`src/rtl/core/bec_pkg.sv`:
```
// Shared types and constants of the block extent coalescer.
package bec_pkg;

    localparam int BLOCK_W     = 32;
    localparam int SECTOR_W    = 40;
    localparam int COUNT_W     = 32;
    localparam int BSB_W       = 5;
    localparam int CFG_IDX_W   = 1;
    localparam int CFG_DATA_W  = 32;
    localparam int SECTOR_BITS = 9;
    localparam int MAX_BSB     = 16;
    localparam int MAX_SHIFT   = MAX_BSB - SECTOR_BITS;
    localparam int SH_W        = 3;
    localparam int FIFO_DEPTH  = 4;

    localparam logic [BSB_W-1:0] BSB_RESET = BSB_W'(12);

    localparam logic [CFG_IDX_W-1:0] CFG_BLOCK_SIZE_BITS    = 1'b0;
    localparam logic [CFG_IDX_W-1:0] CFG_PARTITION_START    = 1'b1;

    // One closed run (or the error marker) in block units.
    typedef struct packed {
        logic               valid;
        logic [BLOCK_W-1:0] first_block;
        logic [COUNT_W-1:0] block_count;
        logic               err;
        logic               fin;
    } bec_raw_t;

    // One result beat in sector units.
    typedef struct packed {
        logic [SECTOR_W-1:0] start_sector;
        logic [COUNT_W-1:0]  sector_count;
        logic                err;
        logic                fin;
    } bec_result_t;

endpackage

```
`src/rtl/core/bec_run_tracker.sv`:
```
// Run tracking, extent limit and result slot registers.
module bec_run_tracker
    import bec_pkg::*;
#(
    parameter int MAX_EXTENTS = 64
)
(
    input  logic               clk,
    input  logic               rst_n,
    input  logic               accept,
    input  logic [BLOCK_W-1:0] block_number,
    input  logic               list_end,
    output bec_raw_t           slot0,
    output bec_raw_t           slot1
);

    localparam int EMIT_W = $clog2(MAX_EXTENTS + 1);
    localparam logic [EMIT_W-1:0] MAX_LIM = EMIT_W'(MAX_EXTENTS);

    logic [BLOCK_W-1:0] prev_block_reg;
    logic [BLOCK_W-1:0] run_first_reg;
    logic [COUNT_W-1:0] run_count_reg;
    logic [EMIT_W-1:0]  emitted_reg;
    logic               run_open_reg;
    logic               limit_hit_reg;
    bec_raw_t           slot0_reg;
    bec_raw_t           slot1_reg;

    bec_raw_t           slot0_next;
    bec_raw_t           slot1_next;
    logic               cont;
    logic               brk;
    logic               emit0;
    logic               lim0;
    logic               emit1;
    logic               lim1;
    logic               limit_all;
    logic [EMIT_W-1:0]  emitted_mid;
    logic [BLOCK_W-1:0] new_first;
    logic [COUNT_W-1:0] new_count;

    always_comb
    begin
        cont        = run_open_reg && (prev_block_reg != '1) &&
                      (block_number == BLOCK_W'(prev_block_reg + 1'b1));
        brk         = run_open_reg && !cont;
        emit0       = brk && (emitted_reg < MAX_LIM);
        lim0        = brk && !(emitted_reg < MAX_LIM);
        emitted_mid = emitted_reg + EMIT_W'(emit0);
        emit1       = list_end && (emitted_mid < MAX_LIM);
        lim1        = list_end && !(emitted_mid < MAX_LIM);
        limit_all   = limit_hit_reg || lim0 || lim1;

        if (cont)
        begin
            new_first = run_first_reg;
            new_count = (run_count_reg == '1) ? run_count_reg
                                              : COUNT_W'(run_count_reg + 1'b1);
        end
        else
        begin
            new_first = block_number;
            new_count = COUNT_W'(1);
        end

        slot0_next.valid       = accept && emit0;
        slot0_next.first_block = run_first_reg;
        slot0_next.block_count = run_count_reg;
        slot0_next.err         = 1'b0;
        slot0_next.fin         = 1'b0;

        // error marker takes the final slot when the limit was crossed
        slot1_next.valid       = accept && list_end && (limit_all || emit1);
        slot1_next.first_block = new_first;
        slot1_next.block_count = new_count;
        slot1_next.err         = limit_all;
        slot1_next.fin         = 1'b1;
    end

    always_ff @(posedge clk or negedge rst_n)
    begin
        if (!rst_n)
        begin
            prev_block_reg <= '0;
            run_first_reg  <= '0;
            run_count_reg  <= '0;
            emitted_reg    <= '0;
            run_open_reg   <= 1'b0;
            limit_hit_reg  <= 1'b0;
            slot0_reg      <= '0;
            slot1_reg      <= '0;
        end
        else
        begin
            slot0_reg <= slot0_next;
            slot1_reg <= slot1_next;
            if (accept)
            begin
                if (list_end)
                begin
                    prev_block_reg <= '0;
                    run_first_reg  <= '0;
                    run_count_reg  <= '0;
                    emitted_reg    <= '0;
                    run_open_reg   <= 1'b0;
                    limit_hit_reg  <= 1'b0;
                end
                else
                begin
                    prev_block_reg <= block_number;
                    run_first_reg  <= new_first;
                    run_count_reg  <= new_count;
                    emitted_reg    <= emitted_mid;
                    run_open_reg   <= 1'b1;
                    limit_hit_reg  <= limit_hit_reg || lim0;
                end
            end
        end
    end

    assign slot0 = slot0_reg;
    assign slot1 = slot1_reg;

endmodule

```
`src/rtl/core/bec_extent_calc.sv`:
```
// Block-to-sector conversion of one result slot.
module bec_extent_calc
    import bec_pkg::*;
(
    input  bec_raw_t              raw,
    input  logic [SH_W-1:0]       shift,
    input  logic [CFG_DATA_W-1:0] partition_start,
    output bec_result_t           res
);

    localparam int WIDE_W = COUNT_W + MAX_SHIFT;

    logic [SECTOR_W-1:0] start_sum;
    logic [WIDE_W-1:0]   count_wide;

    always_comb
    begin
        start_sum  = SECTOR_W'(partition_start) + (SECTOR_W'(raw.first_block) << shift);
        count_wide = WIDE_W'(raw.block_count) << shift;

        if (raw.err)
        begin
            res.start_sector = '0;
            res.sector_count = '0;
        end
        else
        begin
            res.start_sector = start_sum;
            res.sector_count = (|count_wide[WIDE_W-1:COUNT_W]) ? '1
                                                                : count_wide[COUNT_W-1:0];
        end
        res.err = raw.err;
        res.fin = raw.fin;
    end

endmodule

```
`src/rtl/core/bec_result_fifo.sv`:
```
// Result queue with two write ports and one read port.
module bec_result_fifo
    import bec_pkg::*;
#(
    parameter int DEPTH = FIFO_DEPTH,
    localparam int PTR_W = $clog2(DEPTH),
    localparam int CNT_W = $clog2(DEPTH + 1)
)
(
    input  logic              clk,
    input  logic              rst_n,
    input  logic              wr0_valid,
    input  bec_result_t       wr0_data,
    input  logic              wr1_valid,
    input  bec_result_t       wr1_data,
    input  logic              rd_pop,
    output logic              rd_valid,
    output bec_result_t       rd_data,
    output logic [CNT_W-1:0]  fill
);

    bec_result_t      mem [DEPTH];
    logic [PTR_W-1:0] wr_ptr_reg;
    logic [PTR_W-1:0] rd_ptr_reg;
    logic [CNT_W-1:0] count_reg;
    logic [PTR_W-1:0] wr1_addr;
    logic [CNT_W-1:0] n_wr;

    always_comb
    begin
        wr1_addr = wr0_valid ? PTR_W'(wr_ptr_reg + 1'b1) : wr_ptr_reg;
        n_wr     = CNT_W'(wr0_valid) + CNT_W'(wr1_valid);
    end

    always_ff @(posedge clk)
    begin
        if (wr0_valid)
        begin
            mem[wr_ptr_reg] <= wr0_data;
        end
        if (wr1_valid)
        begin
            mem[wr1_addr] <= wr1_data;
        end
    end

    always_ff @(posedge clk or negedge rst_n)
    begin
        if (!rst_n)
        begin
            wr_ptr_reg <= '0;
            rd_ptr_reg <= '0;
            count_reg  <= '0;
        end
        else
        begin
            wr_ptr_reg <= PTR_W'(wr_ptr_reg + n_wr);
            if (rd_pop)
            begin
                rd_ptr_reg <= PTR_W'(rd_ptr_reg + 1'b1);
            end
            count_reg <= CNT_W'(count_reg + n_wr - CNT_W'(rd_pop));
        end
    end

    assign rd_valid = (count_reg != '0);
    assign rd_data  = mem[rd_ptr_reg];
    assign fill     = count_reg;

endmodule

```
`src/rtl/core/block_extent_coalescer.sv`:
```
// Path: an input beat's results are registered in the slot registers, then written into the result queue.
// Throughput: one block number per cycle while in_stall is low and items yield at most one result;
// an item that yields two results costs two output beats on the single result port.
// Intake stalls when the 4-entry result queue plus the slot registers cannot take two more.
// Reset (rst_n, async, active low): run state and queue cleared, block_size_bits = 12,
// partition_start_sector = 0.
module block_extent_coalescer
    import bec_pkg::*;
#(
    parameter int MAX_EXTENTS = 64
)
(
    input  logic                  clk,
    input  logic                  rst_n,
    input  logic                  in_valid,
    output logic                  in_stall,
    input  logic [BLOCK_W-1:0]    block_number,
    input  logic                  list_end,
    output logic                  out_valid,
    input  logic                  out_stall,
    output logic [SECTOR_W-1:0]   extent_start_sector,
    output logic [COUNT_W-1:0]    extent_sector_count,
    output logic                  too_many_extents,
    output logic                  final_result,
    input  logic                  cfg_valid,
    output logic                  cfg_ready,
    input  logic [CFG_IDX_W-1:0]  cfg_index,
    input  logic [CFG_DATA_W-1:0] cfg_data
);

    localparam int CNT_W = $clog2(FIFO_DEPTH + 1);

    logic [BSB_W-1:0]      bsb_reg;
    logic [CFG_DATA_W-1:0] part_start_reg;
    logic [SH_W-1:0]       shift;
    logic                  accept;
    logic                  pop;
    logic [CNT_W-1:0]      fill;
    logic [CNT_W:0]        pending;
    bec_raw_t              slot0;
    bec_raw_t              slot1;
    bec_result_t           res0;
    bec_result_t           res1;
    bec_result_t           head;

    assign cfg_ready = 1'b1;

    always_ff @(posedge clk or negedge rst_n)
    begin
        if (!rst_n)
        begin
            bsb_reg        <= BSB_RESET;
            part_start_reg <= '0;
        end
        else if (cfg_valid && cfg_ready)
        begin
            case (cfg_index)
                CFG_BLOCK_SIZE_BITS: bsb_reg        <= cfg_data[BSB_W-1:0];
                CFG_PARTITION_START: part_start_reg <= cfg_data;
                default:             ;
            endcase
        end
    end

    always_comb
    begin
        if (bsb_reg < BSB_W'(SECTOR_BITS))
        begin
            shift = '0;
        end
        else if (bsb_reg > BSB_W'(MAX_BSB))
        begin
            shift = SH_W'(MAX_SHIFT);
        end
        else
        begin
            shift = SH_W'(bsb_reg - BSB_W'(SECTOR_BITS));
        end
    end

    // slot register always drains into the queue next cycle
    assign pending  = (CNT_W + 1)'(fill) + (CNT_W + 1)'(slot0.valid)
                    + (CNT_W + 1)'(slot1.valid);
    assign in_stall = pending > (CNT_W + 1)'(FIFO_DEPTH - 2);
    assign accept   = in_valid && !in_stall;
    assign pop      = out_valid && !out_stall;

    bec_run_tracker #(
        .MAX_EXTENTS (MAX_EXTENTS)
    ) u_tracker (
        .clk          (clk),
        .rst_n        (rst_n),
        .accept       (accept),
        .block_number (block_number),
        .list_end     (list_end),
        .slot0        (slot0),
        .slot1        (slot1)
    );

    bec_extent_calc u_calc0 (
        .raw             (slot0),
        .shift           (shift),
        .partition_start (part_start_reg),
        .res             (res0)
    );

    bec_extent_calc u_calc1 (
        .raw             (slot1),
        .shift           (shift),
        .partition_start (part_start_reg),
        .res             (res1)
    );

    bec_result_fifo #(
        .DEPTH (FIFO_DEPTH)
    ) u_fifo (
        .clk       (clk),
        .rst_n     (rst_n),
        .wr0_valid (slot0.valid),
        .wr0_data  (res0),
        .wr1_valid (slot1.valid),
        .wr1_data  (res1),
        .rd_pop    (pop),
        .rd_valid  (out_valid),
        .rd_data   (head),
        .fill      (fill)
    );

    assign extent_start_sector = head.start_sector;
    assign extent_sector_count = head.sector_count;
    assign too_many_extents    = head.err;
    assign final_result        = head.fin;

endmodule

```
`config.mk`:
```
export PLATFORM = sky130hd
export DESIGN_NAME = block_extent_coalescer
export DESIGN_NICKNAME = d
export VERILOG_FILES = /design/src/rtl/core/bec_pkg.sv /design/src/rtl/core/bec_run_tracker.sv /design/src/rtl/core/bec_extent_calc.sv /design/src/rtl/core/bec_result_fifo.sv /design/src/rtl/core/block_extent_coalescer.sv
export SDC_FILE = /design/constraint.sdc
export NUM_CORES = 1
export LEC_CHECK = 0
export BUFFER_PORTS_ARGS = -buffer_cell sky130_fd_sc_hd__buf_2
export CAP_MARGIN = 10
export CELL_PAD_IN_SITES_DETAIL_PLACEMENT = 1
export CELL_PAD_IN_SITES_GLOBAL_PLACEMENT = 2
export CORE_ASPECT_RATIO = 0.5
export CORE_MARGIN = 2
export CORE_UTILIZATION = 40
export CTS_BUF_LIST = sky130_fd_sc_hd__clkbuf_16
export DETAILED_ROUTE_END_ITERATION = 16
export GPL_TIMING_DRIVEN = 0
export HOLD_SLACK_MARGIN = 0.08
export PLACE_DENSITY = 0.77
export RECOVER_POWER = 50
export SLEW_MARGIN = 10
export SYNTH_ARGS = -nofsm -noshare
export SYNTH_HDL_FRONTEND = slang
export SYNTH_HIERARCHICAL = 1
export SYNTH_SLANG_ARGS = --single-unit
```
`constraint.sdc`:
```
create_clock -name clk -period 7.5 [get_ports clk]
set_input_delay 1.125 -clock clk [delete_from_list [all_inputs] [get_ports clk]]
set_output_delay 1.125 -clock clk [all_outputs]
set_load 0.01 [all_outputs]
```
==> results of run 1 <==
-- layer usage --
metal | global-route usage | vias to the layer above
li1 | - | 13100
met1 | 0.420 | 15000
met2 | 0.412 | 879
met3 | 0.0687 | 111
met4 | 0.0428 | 2
met5 | 0 | -
-- kinds of logic (layout without fill, tap and decap cells) --
kind of cell	count (synthesis)	in the layout	synth area share
AOI/OAI and AO/OA	713	713	0.119
xor gates and xnor gates	125	125	0.0294
adders and majority gates	81	81	0.0280
buffers and inverters	379	635	0.0474
DFF	577	577	0.427
muxes	590	590	0.223
other	3	4	0.000302
and+or+nand+nor	952	952	0.125
-- cell usage in the layout, fill, tap and decap left out, types with 16 or more instances in the layout --
| master | netlist | routed |
|---|---|---|
| nand2_1 | 301 | 302 |
| edfxtp_1 | 296 | 296 |
| mux2_2 | 283 | 283 |
| dfrtp_1 | 279 | 279 |
| nor2_1 | 253 | 253 |
| buf_2 | 62 | 203 |
| o21ai_0 | 188 | 191 |
| a21oi_1 | 168 | 168 |
| inv_1 | 141 | 150 |
| clkbuf_1 | 115 | 131 |
| mux4_2 | 128 | 128 |
| o22ai_1 | 80 | 79 |
| ha_1 | 77 | 77 |
| xnor2_1 | 77 | 76 |
| mux2_1 | 44 | 71 |
| a21o_1 | 65 | 65 |
| nor3_1 | 60 | 60 |
| clkbuf_16 | 0 | 56 |
| mux2i_1 | 56 | 56 |
| a31oi_1 | 54 | 54 |
| nand2b_1 | 53 | 53 |
| mux2_4 | 79 | 52 |
| nand3_1 | 51 | 51 |
| xor2_1 | 48 | 48 |
| nand4_1 | 39 | 39 |
| nor2b_1 | 29 | 29 |
| nor4_1 | 21 | 21 |
| nor3b_1 | 20 | 20 |
| a211oi_1 | 20 | 20 |
| and3_1 | 20 | 20 |
| buf_6 | 27 | 19 |
| nor4b_1 | 16 | 16 |
-- power by group through the flow --
| stage | Clock [mW] | Combinational, mW | Sequential, mW |
|---|---|---|---|
| 4_1_cts | 2.98 | 8.50 | 4.58 |
| 6_report | 2.91 | 8.59 | 4.60 |
| 3_3_place_gp | 0 | 8.23 | 4.65 |
| 5_1_grt | 3.10 | 9.21 | 4.66 |
| 2_1_floorplan | 0 | 5.67 | 4.47 |
| 3_5_place_dp | 0 | 8.44 | 4.64 |
-- worst paths after layout --
kind / slack (ns) / from / endpoint
worst min register to register: 0.41 / u_tracker/run_first_reg[10]$_DFFE_PN0P_ / u_tracker/slot0[44]$_DFF_PN0_
worst max register to register: 0.20 / bsb_reg[0]$_DFFE_PN0P_ / u_fifo/mem[1][62]$_DFFE_PP_
max in group asynchronous: 1.86 / rst_n / u_tracker/slot1[16]$_DFF_PN0_
min in group asynchronous: 2.21 / rst_n / u_tracker/prev_block_reg[4]$_DFFE_PN0P_
worst min-delay path: 0.41 / u_tracker/run_first_reg[10]$_DFFE_PN0P_ / u_tracker/slot0[44]$_DFF_PN0_
worst max-delay path: 0.20 / bsb_reg[0]$_DFFE_PN0P_ / u_fifo/mem[1][62]$_DFFE_PP_
-- stage by stage --
stage	hold WS [ns]	total power, mW	utilization	TNS (ns)	cell area (µm²)
after floorplan	0.352	10.1	-	0	37300
after global placement	0.387	12.9	0.427	-71.41	39600
after detailed placement	0.393	13.1	0.429	-0.253	39800
after CTS	0.408	16.1	0.449	0	41600
after global routing	0.415	17.0	0.446	0	41300
final	0.409	16.1	0.446	0	41300
-- area by class of cell --
type                    count  share of cell area
plain buffers             234              0.0278
clock buffers              56              0.0339
clock inverters            47              0.0103
inverters                 145              0.0132
multi-input cells        2465               0.472
flip-flops and latches    577               0.385
well taps                1255              0.0380
repair buffers            153              0.0200
-- timing repair --
action	in CTS	in global routing
pin swaps	0	1
gates cloned	0	0
buffers inserted	0	1
endpoints found under the setup margin	8	18
gates resized for setup	1	3
==> run metrics, run 1 <==
# hold bufs at CTS=0; crit end category=flop; CTS sink cnt=577; GP Congestion=0.952; All-Layer GR Usage=0.280; Max Used Layer=met5; Hold Fails Final Rpt=0; max reg flops=296; worst r2r path cells=23; leading area contributor after synthesis=edfxtp_1; Seq pwr share=0.286; Slowest-stage cell, CP=a221oi_1; Iter 0 DRT Violations=2,609; Ys Warns=6; met3 wire length=11,200 µm; # diodes=0; Max Fclk=0.137 GHz; routed vias/inst=5.90; ANT nets after route=0; fillcell total=10,200; crit path max fanout=10; Seq/Total Area, Yosys=0.427; first-pass GRT wire length=198,000 µm; period utilization=0.973; CP Class=reg2reg; setup repair after global routing missed its margin=no; met2 wire len=57,300 µm; Sequential Area=15,900 µm²; worst stage delay on the critical path=0.92 ns; post-synth cell types=94; Syn Inst Count=3,420; prevailing post-synth register cell=edfxtp_1; GRT Residual Overflow=0; pin count of the biggest net entering global routing=105; Die Y=220 µm; LEAKAGE=16.4 nW; maxcap violations=7; worst slack at placement=-0.0605 ns; sw frac=0.438; Final Non-Filler Cells=4,932; minimum clock period=7.30 ns; Chip Width=436 µm; outcome=finished with violations; multi-input logic area=19,500 µm²; routed wire length=137,000 µm; CTS tree=built; via count=29,100; Site Rows=79; H-tree levels=2; core area=92,600 µm²; DP HPWL=106,000 µm; crit-path cells=inv_1 > ha_1 > nand3b_1 > a21oi_1 > a21oi_1 > buf_2 > buf_2 > buf_2 > buf_2 > buf_2 > mux2i_1 > nand2_1 > o21ai_0 > o22ai_1 > ha_1 > and3_2 > a221oi_1 > nand2b_1 > o21a_1 > o21ai_1 > a41oi_1 > mux2_2 > mux2_1; Crit path depth=23; Cells after DPL=4,828; Final Skew=0.0314 ns; Worst-path clk slew=0.07 ns; drt drc=0; Layout area overhead=11.0%; Synth area leaders=edfxtp_1 24%, dfrtp_1 19%, mux2_2 8.6%; PwrDens=390 nW/µm²; cell with the most instances on the worst path=buf_2; Slew Limit Fails=269; crit-path leading delay family=compound AO/OA/AOI/OAI gates; CTS max path bufs=3; First-pass DRT Iterations=6; critical path arrival=7.69 ns; wire per inst=27.7 µm; Die Area=95,800 µm²; number of flops mapped to enable cells by yosys=296; Avg Inst Size Synth=10.9 µm²; #FFs+latches synth=577; starting density of the core=0.402; Critical Path Start Type=flop; Combinational Power Share=0.534; count leader, synth=nand2_1; Req. time, crit path=7.89 ns; Pint=9.05 mW; worst path bufs/invs=6; Slew headroom=-2.32; Clock Tree Root=clkbuf_16; min setup slack post-route=0.205 ns; io pins=148; Slew @ Worst Pin=4.97 ns; Worst Hold Depth=0; Async SR Flop Fraction=0.487; Met1 Wirelength=66,100 µm; final setup vio count=0; CTS Buf Count=55; clock latency at the later pin of the worst-skew pair=0.66 ns; fraction of layout cells with a size suffix above 1=0.228; top cells by instance count after synthesis=301 x nand2_1, 296 x edfxtp_1, 283 x mux2_2; initial antenna violation count=2; Hold Crit Class=reg2reg; Clock power frac=0.181; vias in the first global route=29,100; Synth top area share=0.239; port bufs=146; Post-layout nets=3,783; Psw=7.06 mW; violations in the final reports=capacitance limit, slew limit; worst vdd ir=0.000202 V; Mapped Area=37,300 µm²
Note: power is estimated with default switching activity, not from simulation.
==> run 2: changes to the inputs <==
Settings changed: CORE_ASPECT_RATIO 0.5 to unset, RECOVER_POWER 50 to 25, REMOVE_ABC_BUFFERS set to 1.
==> run 2 against run 1 <==
The run still ends with capacitance limit, slew limit left. Critical path depth down 3. Worst hold slack worse by 0.0071 ns. First-iteration DRC count fell by 26%. Worst setup slack improved by 0.33 ns. Sequential share of layout area fell by 0.45 points. Register-to-register slack better by 0.33 ns. Global-route usage is 3.1 points lower.
==> run metrics, run 2 (synthesized netlist as in run 1, its figures left out) <==
outcome=finished with violations; violations in the final reports=capacitance limit, slew limit; worst stage delay on the critical path=0.73 ns (-0.19 ns); First-pass DRT Iterations=8 (+2); Slew @ Worst Pin=5.52 ns (+0.551 ns); clock latency at the later pin of the worst-skew pair=0.64 ns (-0.02 ns); Hold Crit Class=reg2reg; Iter 0 DRT Violations=1,936 (-26%); CTS sink cnt=577 (unchanged); # resized after CTS=0 (-1); core area=91,900 µm² (-0.73%); worst vdd ir=0.000203 V (+0.66%); setup repair after global routing missed its margin=no; starting density of the core=0.405 (+0.00296); Critical Path Start Type=flop; period utilization=0.929 (-0.0436); Max Used Layer=met5; io pins=148 (unchanged); # hold bufs at CTS=0 (unchanged); final setup vio count=0 (unchanged); Chip Width=309 µm (-29%); Slew Limit Fails=150 (-44%); met2 wire len=55,700 µm (-2.8%); CTS Buf Count=70 (+27%); max reg flops=296 (unchanged); Hold Fails Final Rpt=0 (unchanged); via count=28,100 (-3.5%); crit-path cells=inv_1 > ha_1 > inv_1 > o21ai_0 > o22ai_4 > buf_12 > buf_16 > buf_12 > clkinv_2 > nand2_1 > o22ai_1 > ha_1 > a21o_1 > a221oi_1 > nand2b_1 > o21a_1 > o21ai_1 > a41oi_1 > mux2_2 > mux2_1; maxcap violations=3 (-4); routed wire length=119,000 µm (-13%); vias in the first global route=30,000 (+3.1%); drt drc=0 (unchanged); fillcell total=9,912 (-2.5%); Finished Core Util=0.455 (+0.00882); CTS tree=built; minimum clock period=6.97 ns (-0.327 ns); Die Area=95,600 µm² (-0.16%); LEAKAGE=16.7 nW (+1.3%); Clock Tree Root=clkbuf_16; TNS Setup=0 ns (unchanged); crit end category=flop; Setup Fix Bufs, Post-CTS=0 (unchanged); Site Rows=111 (+41%); worst r2r path cells=20 (-13%); PwrDens=383 nW/µm² (-1.6%); port bufs=146 (unchanged); Layout area overhead=12.3%; worst-case hold slack=0.401 ns (-0.00713 ns); crit path max fanout=33 (+23); wire per inst=25.0 µm (-9.6%); CTS max path bufs=3 (unchanged); Req. time, crit path=7.88 ns (about the same); first-pass GRT wire length=183,000 µm (-7.5%); routed vias/inst=5.90 (about the same); Die Y=309 µm (+41%); critical path arrival=7.35 ns (-0.34 ns); initial antenna violation count=12 (+10); Worst Hold Depth=0 (unchanged); CP Class=reg2reg; Met1 Wirelength=54,800 µm (-17%); Worst-path clk slew=0.07 ns (about the same); min setup slack post-route=0.532 ns (+0.327 ns); most common cell after layout, fill and taps aside=nand2_1; Final Skew=0.0232 ns (-0.00813 ns); DP HPWL=87,000 µm (-18%); ANT nets after route=0 (unchanged); GP Congestion=0.887 (-6.8%); Post-layout nets=3,610 (-4.6%); GRT Residual Overflow=0 (unchanged); Overall Power=16.0 mW (-0.37%); Max Fclk=0.144 GHz (+4.7%); most frequent cells in the layout=300 x nand2_1, 296 x edfxtp_1, 282 x mux2_2; fraction of layout cells with a size suffix above 1=0.239 (+0.0107); Slew headroom=-2.68 (-0.367); H-tree levels=3 (+1); met3 wire length=5340 µm (-52%); Slowest-stage cell, CP=a221oi_1; All-Layer GR Usage=0.249 (-0.0305); pin count of the biggest net entering global routing=100 (-4.8%); worst slack at placement=0.522 ns (+0.583 ns)
-- run 2: final timing paths --
check,startpoint,endpoint,slack (ns)
worst max-delay path,bsb_reg[0]$_DFFE_PN0P_,u_fifo/mem[1][62]$_DFFE_PP_,0.53
worst min-delay path,u_tracker/run_first_reg[0]$_DFFE_PN0P_,u_tracker/slot0[34]$_DFF_PN0_,0.40
worst max register to register,bsb_reg[0]$_DFFE_PN0P_,u_fifo/mem[1][62]$_DFFE_PP_,0.53
worst min register to register,u_tracker/run_first_reg[0]$_DFFE_PN0P_,u_tracker/slot0[34]$_DFF_PN0_,0.40
max in group asynchronous,rst_n,u_fifo/rd_ptr_reg[1]$_DFFE_PN0P_,1.21
min in group asynchronous,rst_n,u_fifo/fill[0]$_DFF_PN0_,2.48
-- run 2: per-layer routing --
metal  vias up  GRT usage
met5         -          0
met4         8     0.0717
met3       181     0.0338
met2       638      0.406
met1     14400      0.347
li1      12800          -
-- run 2: area by class of cell --
cell class	instances	area (µm²)	share of cell area
inverter	145	547	0.0131
antenna	2	5.00	0.000120
timing repair buffer	199	1860	0.0445
clock inverter	52	419	0.0100
clock buffer	74	1850	0.0442
tap	1243	1560	0.0372
multi-input combinational	2465	19700	0.470
sequential	577	15900	0.381
-- run 2: where the power goes --
part / internal (mW) / leakage, nW / total [mW] / switching [mW]
Combinational: 3.36 / 9.11 / 7.96 / 4.60
Sequential: 4.18 / 6.37 / 4.67 / 0.496
Clock: 1.99 / 1.17 / 3.42 / 1.42
-- run 2: critical path, delay by kind of cell, from the launching register on --
family / cells / cell delay, ns
mux: 2 / 0.71
simple gates: 2 / 1.04
flops: 1 / 0.38
fa+ha+maj: 2 / 0.67
buf+inv: 6 / 1.38
compound gates: 8 / 2.50
-- run 2: per-stage QoR --
stage	instance area (µm²)	instances
finish	41800	4757
floorplan	36000	3187
global placement	38300	4576
detailed placement	39700	4629
CTS	41900	4755
global route	41800	4756
